--- src/rtl/dssm_pkg.sv ---
// Package for the dual stack shared memory block.
// Holds command and status codes, payload structs and default sizes.
// No dependencies.
package dssm_pkg;

	localparam int DEPTH_DEF     = 16;
	localparam int WORD_BITS_DEF = 32;
	localparam int VALUE_W       = 32;

	typedef enum logic [1:0] {
		CMD_PUSH_A = 2'd0,
		CMD_PUSH_B = 2'd1,
		CMD_POP_A  = 2'd2,
		CMD_POP_B  = 2'd3
	} cmd_t;

	typedef logic [1:0] status_t;
	localparam status_t ST_DONE      = 2'd0;
	localparam status_t ST_OVERFLOW  = 2'd1;
	localparam status_t ST_UNDERFLOW = 2'd2;

	localparam logic signed [VALUE_W-1:0] UNDERFLOW_VALUE = -32'sd999;

	typedef struct packed {
		logic [1:0]                 command;
		logic signed [VALUE_W-1:0]  push_value;
	} req_t;

	typedef struct packed {
		logic signed [VALUE_W-1:0]  pop_value;
		status_t                    status;
	} rsp_t;

	// Stage-one control handed from the stack controller to the output side
	typedef struct packed {
		logic    valid;
		logic    pop_ok;
		status_t status;
	} ctl_t;

endpackage

--- src/rtl/dssm_ram.sv ---
// Shared word memory for both stacks: one address port, registered read.
// Depends on nothing but its parameters.
module dssm_ram #(
	parameter int DEPTH     = 16,
	parameter int WORD_BITS = 32,
	localparam int AW       = $clog2(DEPTH)
) (
	input  logic                 clk,
	input  logic                 we,
	input  logic                 re,
	input  logic [AW-1:0]        addr,
	input  logic [WORD_BITS-1:0] wdata,
	output logic [WORD_BITS-1:0] rdata
);

	logic [WORD_BITS-1:0] mem [DEPTH];

	always_ff @(posedge clk) begin
		if (we) begin
			mem[addr] <= wdata;
		end
	end

	always_ff @(posedge clk) begin
		if (re) begin
			rdata <= mem[addr];
		end
	end

endmodule

--- src/rtl/dssm_ctrl.sv ---
// Stack controller: holds both stack counts, forms the memory address and
// the status of each command. Depends on dssm_pkg.
module dssm_ctrl import dssm_pkg::*; #(
	parameter int DEPTH     = DEPTH_DEF,
	parameter int WORD_BITS = WORD_BITS_DEF,
	localparam int AW       = $clog2(DEPTH),
	localparam int CW       = $clog2(DEPTH + 1)
) (
	input  logic                 clk,
	input  logic                 arst_n,
	input  logic                 start,
	input  req_t                 request,
	output logic                 full,
	output logic                 ram_we,
	output logic                 ram_re,
	output logic [AW-1:0]        ram_addr,
	output logic [WORD_BITS-1:0] ram_wdata,
	output ctl_t                 ctl
);

	localparam logic [CW-1:0] TOP_IDX   = CW'(DEPTH - 1);
	localparam logic [CW-1:0] DEPTH_C   = CW'(DEPTH);
	localparam logic [CW:0]   DEPTH_SUM = (CW + 1)'(DEPTH);

	logic [CW-1:0] cnt_a_q, cnt_b_q;
	logic [CW-1:0] cnt_a_d, cnt_b_d;
	logic [CW-1:0] idx;
	logic          pop_ok;
	status_t       status;
	logic          valid_s1;
	logic          pop_ok_s1;
	status_t       status_s1;
	cmd_t          cmd;

	assign cmd  = cmd_t'(request.command);
	assign full = ({1'b0, cnt_a_q} + {1'b0, cnt_b_q}) >= DEPTH_SUM;

	always_comb begin
		cnt_a_d = cnt_a_q;
		cnt_b_d = cnt_b_q;
		idx     = '0;
		ram_we  = 1'b0;
		pop_ok  = 1'b0;
		status  = ST_DONE;
		case (cmd)
			CMD_PUSH_A: begin
				idx = cnt_a_q;
				if (full) begin
					status = ST_OVERFLOW;
				end else begin
					ram_we  = start;
					cnt_a_d = cnt_a_q + 1'b1;
				end
			end
			CMD_PUSH_B: begin
				idx = TOP_IDX - cnt_b_q;
				if (full) begin
					status = ST_OVERFLOW;
				end else begin
					ram_we  = start;
					cnt_b_d = cnt_b_q + 1'b1;
				end
			end
			CMD_POP_A: begin
				idx = cnt_a_q - 1'b1;
				if (cnt_a_q == '0) begin
					status = ST_UNDERFLOW;
				end else begin
					pop_ok  = 1'b1;
					cnt_a_d = cnt_a_q - 1'b1;
				end
			end
			CMD_POP_B: begin
				idx = DEPTH_C - cnt_b_q;
				if (cnt_b_q == '0) begin
					status = ST_UNDERFLOW;
				end else begin
					pop_ok  = 1'b1;
					cnt_b_d = cnt_b_q - 1'b1;
				end
			end
			default: begin
				status = ST_DONE;
			end
		endcase
	end

	assign ram_re    = start & pop_ok;
	assign ram_addr  = idx[AW-1:0];
	assign ram_wdata = WORD_BITS'(unsigned'(request.push_value));

	always_ff @(posedge clk or negedge arst_n) begin
		if (!arst_n) begin
			cnt_a_q <= '0;
			cnt_b_q <= '0;
		end else if (start) begin
			cnt_a_q <= cnt_a_d;
			cnt_b_q <= cnt_b_d;
		end
	end

	always_ff @(posedge clk or negedge arst_n) begin
		if (!arst_n) begin
			valid_s1 <= 1'b0;
		end else begin
			valid_s1 <= start;
		end
	end

	// payload of the stage, no reset needed
	always_ff @(posedge clk) begin
		if (start) begin
			pop_ok_s1 <= pop_ok;
			status_s1 <= status;
		end
	end

	assign ctl = {valid_s1, pop_ok_s1, status_s1};

endmodule

--- src/rtl/dual_stack_shared_memory.sv ---
// Two stacks sharing one word memory: stack A grows up from word 0, stack B
// grows down from word DEPTH-1. A command is taken in every cycle (busy is
// never raised) and its one result appears on the result port with done high
// in the following cycle; that cycle is the registered read of the memory.
// The receiver cannot stall, so every result must be taken in its cycle.
// Depends on dssm_pkg, dssm_ctrl and dssm_ram.
module dual_stack_shared_memory import dssm_pkg::*; #(
	parameter int DEPTH     = DEPTH_DEF,
	parameter int WORD_BITS = WORD_BITS_DEF
) (
	input  logic clk,
	input  logic arst_n,
	input  logic start,
	output logic busy,
	input  req_t request,
	output logic done,
	output rsp_t result
);

	localparam int AW = $clog2(DEPTH);

	logic                        full;
	logic                        ram_we, ram_re;
	logic [AW-1:0]               ram_addr;
	logic [WORD_BITS-1:0]        ram_wdata;
	logic signed [WORD_BITS-1:0] ram_rdata;
	ctl_t                        ctl;

	dssm_ctrl #(
		.DEPTH     (DEPTH),
		.WORD_BITS (WORD_BITS)
	) u_ctrl (
		.clk       (clk),
		.arst_n    (arst_n),
		.start     (start),
		.request   (request),
		.full      (full),
		.ram_we    (ram_we),
		.ram_re    (ram_re),
		.ram_addr  (ram_addr),
		.ram_wdata (ram_wdata),
		.ctl       (ctl)
	);

	dssm_ram #(
		.DEPTH     (DEPTH),
		.WORD_BITS (WORD_BITS)
	) u_ram (
		.clk   (clk),
		.we    (ram_we),
		.re    (ram_re),
		.addr  (ram_addr),
		.wdata (ram_wdata),
		.rdata (ram_rdata)
	);

	assign busy = 1'b0;
	assign done = ctl.valid;

	// sign-extend the stored word, then keep the low bits of the result field
	always_comb begin
		result.status = ctl.status;
		if (ctl.pop_ok) begin
			result.pop_value = VALUE_W'(ram_rdata);
		end else if (ctl.status == ST_UNDERFLOW) begin
			result.pop_value = UNDERFLOW_VALUE;
		end else begin
			result.pop_value = '0;
		end
	end

	a_done_follows_start: assert property (@(posedge clk) disable iff (!arst_n)
		done |-> $past(start))
		else $error("result strobe without a transfer one cycle earlier");

	a_push_taken: assert property (@(posedge clk) disable iff (!arst_n)
		(start && !full && (request.command == CMD_PUSH_A || request.command == CMD_PUSH_B))
		|=> (done && result.status == ST_DONE && result.pop_value == '0))
		else $error("push with room left did not complete");

	a_push_refused: assert property (@(posedge clk) disable iff (!arst_n)
		(start && full && (request.command == CMD_PUSH_A || request.command == CMD_PUSH_B))
		|=> (done && result.status == ST_OVERFLOW))
		else $error("push into full memory not refused");

endmodule

--- config.mk ---
export PLATFORM = sky130hd
export DESIGN_NAME = dual_stack_shared_memory
export DESIGN_NICKNAME = d
export VERILOG_FILES = /design/src/rtl/dssm_pkg.sv /design/src/rtl/dssm_ram.sv /design/src/rtl/dssm_ctrl.sv /design/src/rtl/dual_stack_shared_memory.sv
export SDC_FILE = /design/constraint.sdc
export NUM_CORES = 1
export LEC_CHECK = 0
export BUFFER_PORTS_ARGS = -buffer_cell sky130_fd_sc_hd__buf_2
export CAP_MARGIN = 20
export CORE_MARGIN = 1.5
export CORE_UTILIZATION = 55
export CTS_CLUSTER_SIZE = 40
export DETAILED_ROUTE_END_ITERATION = 8
export PLACE_DENSITY = 0.75
export REMOVE_ABC_BUFFERS = 1
export SLEW_MARGIN = 25
export SYNTH_ARGS = -nofsm -noshare
export SYNTH_HDL_FRONTEND = slang
export SYNTH_SLANG_ARGS = --single-unit
--- constraint.sdc ---
create_clock -name clk -period 3.6 [get_ports clk]
set_input_delay 0.36 -clock clk [delete_from_list [all_inputs] [get_ports clk]]
set_output_delay 0.36 -clock clk [all_outputs]
set_load 0.01 [all_outputs]
## Word level (Yosys, flattened, before mapping)

Memory sizes are Yosys's and may differ from the RTL's. A register that Yosys moved wholly into a read port is not among the register bits.
Index checks and enable logic that the tools add are counted.

- Register bits: 14
- Bits in latches: 0
- Bits in writable memories: 512
- ROM bits: 0
- Input port bits: 37
- Output and inout bits: 36
- Memories kept: 1

- Add/sub/neg operators: 7
- Multiply operators: 0
- Divide/modulo/power cells: 0
- Magnitude comparators: 1
- Eq/ne operators: 8
- Shifts and indexed selects: 0
- Multiplexer cells: 20
- Bitwise logic cells: 1
- Reductions and logical operators: 8

Memory list:

| memory | words | bits a word | rd ports | clocked after memory_dff | wr ports | line | RTL |
|---|---|---|---|---|---|---|---|
| u_ram.mem | 16 | 32 | 1 | 1 | 1 | dssm_ram.sv:16 | `logic [WORD_BITS-1:0] mem [DEPTH];` |

Operator list:

| operator | count |
|---|---|
| 2-to-1 mux 32 bit | 2 |
| 2-to-1 mux 5 bit | 4 |
| case mux 5 bit (2 select lines) | 2 |
| case mux 4 bit (4 select lines) | 1 |
| adder 5 x 1 -> 5 bit, second input constant | 2 |
| zero test 5 bit | 2 |
| subtractor 5 x 1 -> 5 bit, second input constant | 2 |
| != test 2 bit, second input constant | 4 |
| AND reduction 4 bit | 2 |
| 2-to-1 mux 1 bit | 7 |
| adder 5 x 5 -> 6 bit | 1 |
| equality test 2 bit, second input constant | 3 |
| greater-or-equal comparator 6 x 5 -> 1 bit, second input constant | 1 |
| case mux 2 bit (3 select lines) | 1 |
| 2-to-1 mux 2 bit | 2 |
| nonzero test 2 bit | 2 |
| subtractor 1 x 4 -> 4 bit, first input constant | 1 |
| subtractor 4 bit, first input constant | 1 |
| equality test 2 x 1 -> 1 bit, second input constant | 1 |
| zero test 2 bit | 1 |
| case mux 1 bit (2 select lines) | 1 |
| OR reduction 2 bit | 1 |
| bitwise AND 1 bit | 1 |

## Longest topological paths before layout

Gate-level depths: netlist of the first run.

- Depth in word-level cells: 6
- Gate-level depth with buffers: 12
- Mapped depth without buffers: 9

## By module

From an unflattened synthesis of the first run, not the netlist that was laid out.

- Cells, all modules: 1038
- Area total of the unflattened synthesis: 21872.2 µm²

Modules (own cells, without submodules):

| module | times used | cells an instance | area each (µm²) | sequential area each (µm²) |
|---|---|---|---|---|
| dssm_ram | 1 | 840 | 20183.1 | 16335.7 |
| dssm_ctrl | 1 | 157 | 1382.6 | 365.4 |
| dual_stack_shared_memory | 1 | 41 | 306.5 | 0.0 |

## Least setup slack after synthesis of the first run

Ideal clock, no wire load.

- Path kind: register -> register
- Start point: reg u_ctrl.cnt_a_q[0]
- End point: mem u_ram.mem[14][0] (enable)
- Setup time: 421 ps
- Data arrival time: 3114 ps
- Required time: 3179 ps
- Path slack: 65 ps
- Stages on the path, launching flop included: 11
- Clock period less this slack: 3535 ps
- Path through: dfrtp_1 > buf_2 > inv_1 > ha_1 > nand2_2 > xor2_2 > mux2i_4 > buf_6 > buf_2 > nand2_1 > nor2_1

- Cells in the longest elaborated chain, start to end: 6
- Elaborated cells on any way between the ends: 8

RTL lines:

| what | line | RTL |
|---|---|---|
| start, declared | dssm_ctrl.sv:25 | `logic [CW-1:0] cnt_a_q, cnt_b_q;` |
| start signal, assigned | dssm_ctrl.sv:97 | `cnt_a_q <= cnt_a_d;` |
| adder 5 x 5 -> 6 bit | dssm_ctrl.sv:36 | `assign full = ({1'b0, cnt_a_q} + {1'b0, cnt_b_q}) >= DEPTH_SUM;` |
| greater-or-equal comparator 6 x 5 -> 1 bit | dssm_ctrl.sv:36 |  |
| 2-to-1 mux 1 bit | dssm_ctrl.sv:48, dssm_ctrl.sv:57 |  |
| 2-to-1 mux 1 bit | - |  |
| 2-to-1 mux 1 bit | dssm_ram.sv:19 | `if (we) begin` |
| 2-to-1 mux 1 bit (not written as such) | dssm_ram.sv:20 | `mem[addr] <= wdata;` |
| end, declared | dssm_ram.sv:16 |  |

Parallel ways exist; a longest one is shown, timed or not.

## Worst setup path in the final report of the first run

- Start point: reg u_ctrl.cnt_a_q[0]
- End point: mem u_ram.mem[11][26] (enable)

Same word-level chain as after synthesis.

==> reports/results.tsv, run 1 <==
stage	metric	value	unit
run_status	outcome	finished, final reports clean	
finish	most-common-layout-cells	547 x edfxtp_1, 128 x mux4_2, 71 x buf_2	
power	total_power	18.9	mW
clock_network	clock_sinks	558	
logic_synthesis	synthFlopType	edfxtp_1	
route	drt_iter0_drc	982	
power	power_leakage	8.22	nW
hold_path	worstHoldPathType	in -> reg	
critical_path	slowest_delay	510	ps
finish	finish.utilization	64.0	%
logic_synthesis	synth_area_per_cell	21.7	um^2
power	p_sw	5.47	mW
clock_network	cts-buffers-inserted	54	
finish	fillerInstances	2497	
power	switching_share	29.0	%
place	hpwl	25500	um
hold_path	min_to	u_ram.mem[3][17]	
finish	final_nets	1170	
critical_path	slowest_stage	dfrtp_1	
critical_path	required	3840	ps
logic_synthesis	synth_top_family_by_area	multiplexers	
finish	layout_commonest_cell	edfxtp_1	
clock_network	cts_setup_buffers	0	
critical_path	endpoint_kind	flip-flop	
logic_synthesis	ys_types	49	
power	p_comb_share	29.9	%
sta	relSlewSlack	52.8	%
route	viasPerCell	6.22	
global_routing	overflow	0	
logic_synthesis	async_flop_share	1.97	%
route	vias	10500	
sta	finalCritPeriodShare	88.0	%
critical_path	path_class	reg -> reg	
critical_path	reg2reg_from	u_ctrl.cnt_a_q[0]	
hold_path	hp-start	request[17]	
clock_network	cts-htree-levels	2	
clock_network	clk_latency	610	ps
logic_synthesis	ys_seq_area_share	77.4	%
critical_path	cp_cell_sequence	inv_1 -> ha_1 -> nor2_1 -> a21oi_1 -> mux2i_1 -> nand3_1 -> nor2_4 -> buf_4	
logic_synthesis	synthSimpleGateAreaFrac	2.35	%
floorplan	die_h	201	um
finish	stdcell_count	1681	
sta	slew_viol_final	0	
finish	final_cell_area	0.0247	mm^2
place	placed_cell_area	0.0230	mm^2
power	power.share.clock	28.8	%
floorplan	die_x	201	um
critical_path	path_max_fanout	22	
global_routing	grt_antenna_before_repair	1	
clock_network	clockBufferDepth	3	
floorplan	core.rowCount	72	
critical_path	critPathLaunchType	flip-flop	
floorplan	dieArea	0.0405	mm^2
sta	skew	23.7	ps
logic_synthesis	synthMuxAreaShare	13.8	%
clock_network	tritoncts	yes	
logic_synthesis	yosysTopAreaCellShare	76.1	%
sta	fin_crit	3170	ps
sta	setup-violations-final	0	
logic_synthesis	synth-xor-area-share	0.516	%
critical_path	ff2ff_setup_slack	430	ps
logic_synthesis	synthAdderAreaFrac	0.730	%
finish	seqCellArea	0.0167	mm^2
global_routing	grt_max_degree	75	
floorplan	num_io_pins	73	
logic_synthesis	synth_compound_area_share	3.84	%
finish	diodes	0	
logic_synthesis	yosysTopAreaCell	edfxtp_1	
place	placed_cells	1581	
clock_network	clk_pin_slew_worst_paths	60	ps
global_routing	grt_pass1_wl	69400	um
flow_run	maxCapViolCount	0	
sta	worst_slew_pin_slew	707	ps
route	drt_wl_total	45900	um
power	intPower	13.4	mW
critical_path	reg2reg_depth	8	
route	drc	0	
power	vdd_ir_drop_max	0.625	mV
route	routedWlPerCell	27.3	um
global_routing	grt_pass1_vias	10900	
critical_path	cp.arrival	3410	ps
sta	fin_setup_tns	0	ps
power	pwr-share-seq	41.3	%
floorplan	core-area	0.0386	mm^2
sta	rsz0062_at_grt	false	
global_routing	grt_usage	23.5	%
finish	syn2layout_area_growth	14.6	%
logic_synthesis	synth_area_leaders	edfxtp_1 76%, mux4_2 13%, a22oi_1 2.3%, dfrtp_1 1.3%, a21o_1 0.90%	
finish	multi_input_area	0.00474	mm^2
logic_synthesis	ys_ff_latch	558	
logic_synthesis	ys.warnings.count	0	
hold_path	hold_depth	1	
clock_network	root_buffer	clkbuf_16	
logic_synthesis	syn_area	0.0216	mm^2
place	gp_congestion	0.762	
route	dr.pass1.iters	5	
finish	drive_above_1_share	30.5	%
route	drtAntennaViolNets	0	
power	p_per_area	762	mW/mm^2
logic_synthesis	synth_edf_count	547	
logic_synthesis	synthCells	996	
critical_path	rr_endpoint	u_ram.mem[11][26]	
sta	clock.fmax	0.316	GHz
place	port_buffers	71	
sta	hold_violations	0	
floorplan	initial_core_util	55.9	%
[synth_stat cells (all sizes together), types with 3 or more instances]
library cell,number
nand3,6
mux2i,6
inv,5
mux4,128
a22oi,65
nand2,42
a21o,26
a21oi,6
xor2,6
dfrtp,11
nand2b,5
clkbuf,21
buf,34
edfxtp,547
nor2,26
nor4b,5
xnor2,5
nor3b,3
o21ai,9
ha,11
and2,8
[area by class of cell]
cell class | instances | area share (%)
inverters | 5 | 0.0758
flip-flops and latches | 558 | 67.5
repair buffers | 124 | 3.82
clock buffers | 64 | 5.70
multi-input cells | 378 | 19.2
clock inverters | 34 | 1.15
well taps | 518 | 2.62
[power groups by stage]
stage	logic (mW)	clock network (mW)	registers [mW]
finish	5.65	5.43	7.79
global placement	5.61	0	7.91
floorplan	3.95	0	7.85
global route	6.10	5.75	7.82
CTS	5.73	5.51	7.79
detailed placement	5.68	0	7.92
[per-layer routing]
metal | GRT usage [%] | share of wire, % | vias to the layer above
met5 | 0 | 0.028 | -
met4 | 7.89 | 2.5 | 2
met3 | 4.05 | 6.7 | 79
met2 | 38.6 | 51 | 435
met1 | 32.4 | 40 | 5517
li1 | - | - | 4427
[how the worst max path moves through the flow]
stage                            startpoint           endpoint  slack, ps  depth (start not counted)
after detailed placement  u_ctrl.cnt_a_q[0]  u_ram.mem[11][27]        460                          8
after floorplan           u_ctrl.cnt_b_q[0]     u_ram.rdata[0]      -4880                          6
after global routing      u_ctrl.cnt_a_q[0]  u_ram.mem[11][27]        240                          8
after global placement    u_ctrl.cnt_a_q[0]  u_ram.mem[11][27]        540                          8
final                     u_ctrl.cnt_a_q[0]  u_ram.mem[11][26]        430                          8
after CTS                 u_ctrl.cnt_a_q[0]  u_ram.mem[11][26]        440                          8
[repair_timing]
action / in CTS / in global routing
gates resized for setup: 0 / 0
endpoints found under the hold margin: 12 / 0
endpoints found under the setup margin: 0 / 0
hold buffers: 2 / 0
[critical path, delay by kind of cell, from the launching register on]
family                     cells  cell delay [ps]
AOI/OAI and AO/OA              1               70
and+or+nand+nor                3              820
adders and majority gates      1              340
buffers and inverters          2              550
muxes                          1              510
DFF                            1              510
[through the flow]
step           worst slack [ps]  hold slack (ps)
2_1_floorplan             -4880             64.4
3_3_place_gp                541              261
3_5_place_dp                457              265
4_1_cts                     438             98.3
5_1_grt                     241              129
6_report                    431              115
[kinds of logic after synthesis]
| group | after synthesis |
|---|---|
| simple gates | 105 |
| fa+ha+maj | 12 |
| flops | 558 |
| xor+xnor | 11 |
| mux | 135 |
| compound gates | 114 |
| buf+inv | 60 |
| other cells | 1 |
[state kept, by name (all words and copies together), names as in the netlist]
signal	flops
u_ctrl.cnt_b_q	5
u_ram.mem	512
u_ctrl.pop_ok_s1	1
u_ctrl.status_s1	2
u_ram.rdata	32
u_ctrl.cnt_a_q	5
u_ctrl.valid_s1	1
(Power assumes the default switching activity.)
==> run 2: changes to the inputs <==
- REMOVE_ABC_BUFFERS: 1 -> unset
==> run 2 against run 1 <==
Compared with the run above: cell area decreased by 0.44%; worst hold slack better by 24 ps; via count shrank 0.12%; fmax is 2.4% higher; combinational power hardly changed; clock power down 5.0%; wire length decreased by 1.1%; die area unchanged; first-iteration DRC count down 5.0%; sequential power about the same; highest routed layer is now met4.
==> reports/results.tsv, run 2 (synthesis results as in run 1) <==
stage	metric	value	unit	change
logic_synthesis	synth_fp_nets	1045		
route	routedWlPerCell	27.1	um	-0.71%
finish	syn2layout_area_growth	14.1	%	
route	viasPerCell	6.24		+0.23%
floorplan	initial_core_util	55.9	%	unchanged
critical_path	path_max_fanout	27		+23%
clock_network	cts-buffers-inserted	52		-3.7%
finish	finish.utilization	63.8	%	-0.28 points
power	power_leakage	8.15	nW	-0.76%
route	drtAntennaViolNets	0		unchanged
power	p_sw	5.46	mW	-0.19%
sta	rsz0062_at_grt	false		
finish	final_cell_area	0.0246	mm^2	-0.44%
sta	finalCritPeriodShare	86.0	%	-2.1 points
place	placed_cells	1580		-0.063%
place	hpwl	25300	um	-0.87%
floorplan	num_io_pins	73		unchanged
global_routing	grt_max_degree	73		-2.7%
global_routing	overflow	0		unchanged
sta	setup-violations-final	0		unchanged
global_routing	grt_pass1_vias	10900		-0.037%
flow_run	maxCapViolCount	0		unchanged
clock_network	cts.repair.resized	0		unchanged
finish	regMostFlops	u_ram.mem		
power	vdd_ir_drop_max	0.509	mV	-19%
sta	clock.fmax	0.323	GHz	+2.4%
finish	most-common-layout-cells	547 x edfxtp_1, 128 x mux4_2, 71 x buf_2		
power	pwr-share-seq	42.0	%	+0.7 points
route	dr.pass1.iters	5		unchanged
place	gp_congestion	0.767		+0.70%
sta	fin_crit	3100	ps	-73.9 ps
run_status	outcome	finished, final reports clean		
finish	top_regs	u_ram.mem: 512 flops, u_ram.rdata: 32 flops		
clock_network	tritoncts	yes		
finish	final_nets	1167		-0.26%
sta	hold_violations	0		unchanged
route	drt_wl_total	45400	um	-1.1%
critical_path	critPathLaunchType	flip-flop		
finish	largest_reg_flops	512		unchanged
floorplan	die_x	201	um	unchanged
floorplan	dieArea	0.0405	mm^2	unchanged
power	p_per_area	755	mW/mm^2	-0.93%
critical_path	cp.arrival	3440	ps	+30 ps
clock_network	clk_latency	590	ps	-20 ps
global_routing	grt_usage	23.1	%	-0.44 points
clock_network	root_buffer	clkbuf_16		
critical_path	required	3940	ps	+100 ps
power	p_comb_share	30.3	%	+0.4 points
clock_network	clk_pin_slew_worst_paths	60	ps	about the same
finish	drive_above_1_share	30.4	%	-0.075 points
power	switching_share	29.3	%	+0.35 points
power	intPower	13.2	mW	-1.9%
clock_network	cts_setup_buffers	0		unchanged
critical_path	path_class	reg -> reg		
critical_path	slowest_delay	530	ps	+20 ps
sta	slew_viol_final	0		unchanged
clock_network	cts_hold_buf	2		unchanged
critical_path	slowest_stage	mux4_2		
global_routing	grt_antenna_before_repair	1		unchanged
finish	stdcell_count	1675		-0.36%
sta	relSlewSlack	40.5	%	-12 points
floorplan	die_h	201	um	unchanged
route	drc	0		unchanged
clock_network	cts-htree-levels	2		unchanged
sta	skew	17.7	ps	-6.00 ps
sta	worst_slew_pin_slew	893	ps	+186 ps
critical_path	cp_cell_sequence	inv_1 -> ha_1 -> nand2_2 -> xor2_2 -> mux2i_4 -> buf_4 -> buf_12 -> mux4_2 -> a22oi_1 -> nand2_1		
route	vias	10400		-0.12%
critical_path	endpoint_kind	flip-flop		
place	port_buffers	71		unchanged
finish	layout_commonest_cell	edfxtp_1		
sta	fin_setup_tns	0	ps	unchanged
hold_path	worstHoldPathType	in -> reg		
power	power.share.clock	27.7	%	-1.1 points
global_routing	grt_pass1_wl	68600	um	-1.1%
sta	holdWs	138	ps	+23.5 ps
place	placed_cell_area	0.0230	mm^2	about the same
clock_network	clockBufferDepth	3		unchanged
floorplan	core-area	0.0386	mm^2	unchanged
floorplan	core.rowCount	72		unchanged
clock_network	clock_sinks	558		unchanged
route	drt_iter0_drc	933		-5.0%
[run 2: power groups by stage]
stage          Sequential [mW]  Clock [mW]  Combinational (mW)
2_1_floorplan             7.83           0                4.14
3_3_place_gp              7.93           0                5.55
3_5_place_dp              7.94           0                5.67
4_1_cts                   7.81        5.25                5.72
5_1_grt                   7.84        5.47                6.08
6_report                  7.82        5.16                5.63
[run 2: metrics by stage]
stage,total power [mW],worst slack (ps)
after detailed placement,13.6,478
final,18.6,505
after global placement,13.5,569
after global routing,19.4,276
after CTS,18.8,480
after floorplan,12.0,65.0
[run 2: worst paths after layout]
kind | slack [ps] | cells past startpoint | end | from
min reg2reg | 530 | 1 | u_ctrl.cnt_a_q[4] | u_ctrl.cnt_a_q[4]
min | 140 | 1 | u_ram.mem[3][16] | request[16]
max reg2reg | 500 | 10 | u_ram.rdata[10] | u_ctrl.cnt_a_q[0]
min in group asynchronous | 190 | 2 | u_ctrl.valid_s1 | arst_n
max | 500 | 10 | u_ram.rdata[10] | u_ctrl.cnt_a_q[0]
max in group asynchronous | 3180 | 2 | u_ctrl.cnt_b_q[3] | arst_n
[run 2: cell type report]
class                      instances  area (um^2)
sequential                       558        16700
tap                              518          648
clock buffer                      60         1350
multi-input combinational        378         4740
fill                            2498        14000
clock inverter                    32          248
inverter                           5         18.8
antenna                            1         2.50
timing repair buffer             123          926
[run 2: critical path, delay by kind of cell (launching register included)]
kind | cells | cell delay, ps
mux | 2 | 730
buf+inv | 3 | 710
flops | 1 | 470
compound gates | 1 | 330
fa+ha+maj | 1 | 190
xor+xnor | 1 | 190
simple gates | 2 | 180
[run 2: metal layers]
metal	up-vias	GRT usage, %	routed length [um]
met5	-	0	0
met4	0	6.71	1010
met3	76	3.30	2710
met2	419	39.0	23200
met1	5538	31.7	18400
li1	4414	-	-
==> run 3: changes to the inputs <==
- CTS_BUF_LIST: unset -> sky130_fd_sc_hd__clkbuf_8
==> run 3 against run 2 <==
Compared with the run above: register-to-register slack about the same; sequential share of layout area about the same; combinational power about the same; power decreased by 1.3%; critical path depth unchanged; global-route usage decreased by 0.49 points; first-iteration DRC count increased by 19%; clock skew increased by 4.0 ps; worst setup slack improved by 12 ps; non-clock buffer count unchanged; die area unchanged; highest routed layer unchanged.
==> reports/results.tsv, run 3 (synthesis results as in run 1) <==
stage	metric	value	unit	change
run_status	outcome	finished, final reports clean		
critical_path	critPathLaunchType	flip-flop		
sta	fin_crit	3080	ps	-11.5 ps
global_routing	grt_usage	22.6	%	-0.49 points
clock_network	tritoncts	yes		
logic_synthesis	synth_fp_nets	1045		unchanged
clock_network	clk_latency	640	ps	+50 ps
finish	largest_reg_flops	512		unchanged
sta	clock.fmax	0.324	GHz	+0.37%
critical_path	cp.arrival	3470	ps	+30 ps
finish	drive_above_1_share	31.7	%	+1.3 points
power	p_per_area	745	mW/mm^2	-1.3%
flow_run	maxCapViolCount	0		unchanged
clock_network	cts_setup_buffers	0		unchanged
floorplan	core-area	0.0386	mm^2	unchanged
finish	top_regs	u_ram.mem: 512 flops, u_ram.rdata: 32 flops		
route	drc	0		unchanged
route	drtAntennaViolNets	0		unchanged
sta	slew_viol_final	0		unchanged
sta	skew	21.8	ps	+4.04 ps
clock_network	cts-buffers-inserted	87		+67%
finish	layout_commonest_cell	edfxtp_1		
floorplan	initial_core_util	55.9	%	unchanged
critical_path	ff2ff_setup_slack	520	ps	about the same
sta	worst_slew_pin_slew	872	ps	-21.0 ps
global_routing	grt_max_degree	73		unchanged
clock_network	cts_hold_buf	2		unchanged
finish	most-common-layout-cells	547 x edfxtp_1, 128 x mux4_2, 88 x clkbuf_8		
sta	rsz0062_at_grt	false		
clock_network	clk_pin_slew_worst_paths	60	ps	about the same
global_routing	gr-usage-met2	37.0	%	-2.0 points
global_routing	grt_pass1_wl	67500	um	-1.7%
finish	final_nets	1202		+3.0%
floorplan	die_h	201	um	unchanged
power	vdd_ir_drop_max	0.507	mV	-0.27%
critical_path	path_class	reg -> reg		
floorplan	core.rowCount	72		unchanged
sta	setup-violations-final	0		unchanged
finish	final_cell_area	0.0247	mm^2	about the same
route	dr.pass1.iters	5		unchanged
finish	seqCellArea	0.0167	mm^2	unchanged
sta	fin_setup_tns	0	ps	unchanged
clock_network	cts.repair.resized	0		unchanged
critical_path	endpoint_kind	flip-flop		
sta	hold_violations	0		unchanged
global_routing	grt_use_met1	31.6	%	-0.13 points
sta	finalCritPeriodShare	85.7	%	-0.32 points
power	power_leakage	8.30	nW	+1.8%
route	vias	10500		+0.14%
floorplan	die_x	201	um	unchanged
critical_path	cp_cell_sequence	inv_1 -> ha_1 -> nand2_2 -> xor2_2 -> mux2i_4 -> buf_4 -> buf_12 -> mux4_2 -> a22oi_1 -> nand2_1		
floorplan	dieArea	0.0405	mm^2	unchanged
critical_path	cp_num_buf_inv	3		unchanged
place	placed_cell_area	0.0230	mm^2	unchanged
sta	relSlewSlack	41.9	%	+1.4 points
clock_network	cts-htree-levels	3		+1
global_routing	grt_antenna_before_repair	2		+1
global_routing	busiest_layer	met2		
critical_path	slowest_stage	mux4_2		
clock_network	clockBufferDepth	3		unchanged
clock_network	clock_sinks	558		unchanged
route	drt_iter0_drc	1113		+19%
floorplan	num_io_pins	73		unchanged
global_routing	grt_use_met3	4.05	%	+0.75 points
finish	regMostFlops	u_ram.mem		
critical_path	cp_top_family	multiplexers		
place	gp_congestion	0.767		unchanged
clock_network	root_buffer	clkbuf_8		
finish	fillerInstances	2530		+1.3%
critical_path	slowest_delay	530	ps	about the same
global_routing	overflow	0		unchanged
route	routedWlPerCell	25.5	um	-6.0%
route	drt_wl_total	44300	um	-2.4%
hold_path	worstHoldPathType	in -> reg		
place	hpwl	25300	um	unchanged
critical_path	path_max_fanout	27		unchanged
place	port_buffers	71		unchanged
finish	syn2layout_area_growth	14.2	%	about the same
finish	multi_input_area	0.00474	mm^2	unchanged
global_routing	grt_pass1_vias	11200		+2.8%
route	viasPerCell	6.02		-3.5%
critical_path	required	3980	ps	+40 ps
[run 3: cell types whose count changed in the layout (fill, tap and decap cells not counted), moves of 7 or more]
| cell | previous run | this run |
|---|---|---|
| clkbuf_8 | 0 | 88 |
| clkbuf_16 | 53 | 0 |
| inv_1 | 4 | 30 |
| clkinv_1 | 13 | 23 |
| clkbuf_1 | 7 | 0 |
[run 3: routing by layer]
| layer | vias up | share of wire (%) |
|---|---|---|
| li1 | 4504 | - |
| met1 | 5480 | 41 |
| met2 | 430 | 51 |
| met3 | 48 | 6.3 |
| met4 | 0 | 1.3 |
| met5 | - | 0 |
[run 3: path summary, 6_finish.rpt]
check,from,endpoint,cells past startpoint
hold / removal,request[9],u_ram.mem[2][9],1
min in group asynchronous,arst_n,u_ctrl.valid_s1,2
max in group asynchronous,arst_n,u_ctrl.cnt_a_q[0],2
hold reg to reg,u_ctrl.cnt_a_q[4],u_ctrl.cnt_a_q[4],1
setup / recovery,u_ctrl.cnt_a_q[0],u_ram.rdata[10],10
setup reg to reg,u_ctrl.cnt_a_q[0],u_ram.rdata[10],10
[run 3: worst register-to-register path: cells and delay by family (launching register included)]
family                     cells  cell delay (ps)
DFF                            1              470
AOI/OAI and AO/OA              1              320
muxes                          2              760
and+or+nand+nor                2              180
buffers and inverters          3              720
adders and majority gates      1              190
xor gates and xnor gates       1              190
[run 3: report_power, final]
group / switching (mW) / total, mW / leakage (nW) / internal (mW)
clock network: 2.37 / 4.95 / 0.919 / 2.58
registers: 0.211 / 7.81 / 5.07 / 7.60
logic: 2.90 / 5.61 / 2.31 / 2.71
total: 5.48 / 18.4 / 8.30 / 12.9
[run 3: stage by stage]
stage	setup WS (ps)	utilization, %	instances	hold WS (ps)	power (mW)
final	516	63.8	1739	89.7	18.4
after detailed placement	478	59.6	1580	257	13.6
after floorplan	65.0	-	996	64.4	12.0
after global placement	569	59.5	1580	257	13.5
after CTS	484	63.8	1738	43.5	18.5
after global routing	268	63.8	1739	62.0	19.2
[run 3: area by class of cell]
| cell class | instances | area share (%) |
|---|---|---|
| timing repair buffer | 123 | 3.76 |
| tap | 518 | 2.63 |
| clock buffer | 88 | 4.91 |
| sequential | 558 | 67.7 |
| antenna | 1 | 0.0102 |
| clock inverter | 68 | 1.63 |
| inverter | 5 | 0.0761 |
| multi-input combinational | 378 | 19.2 |
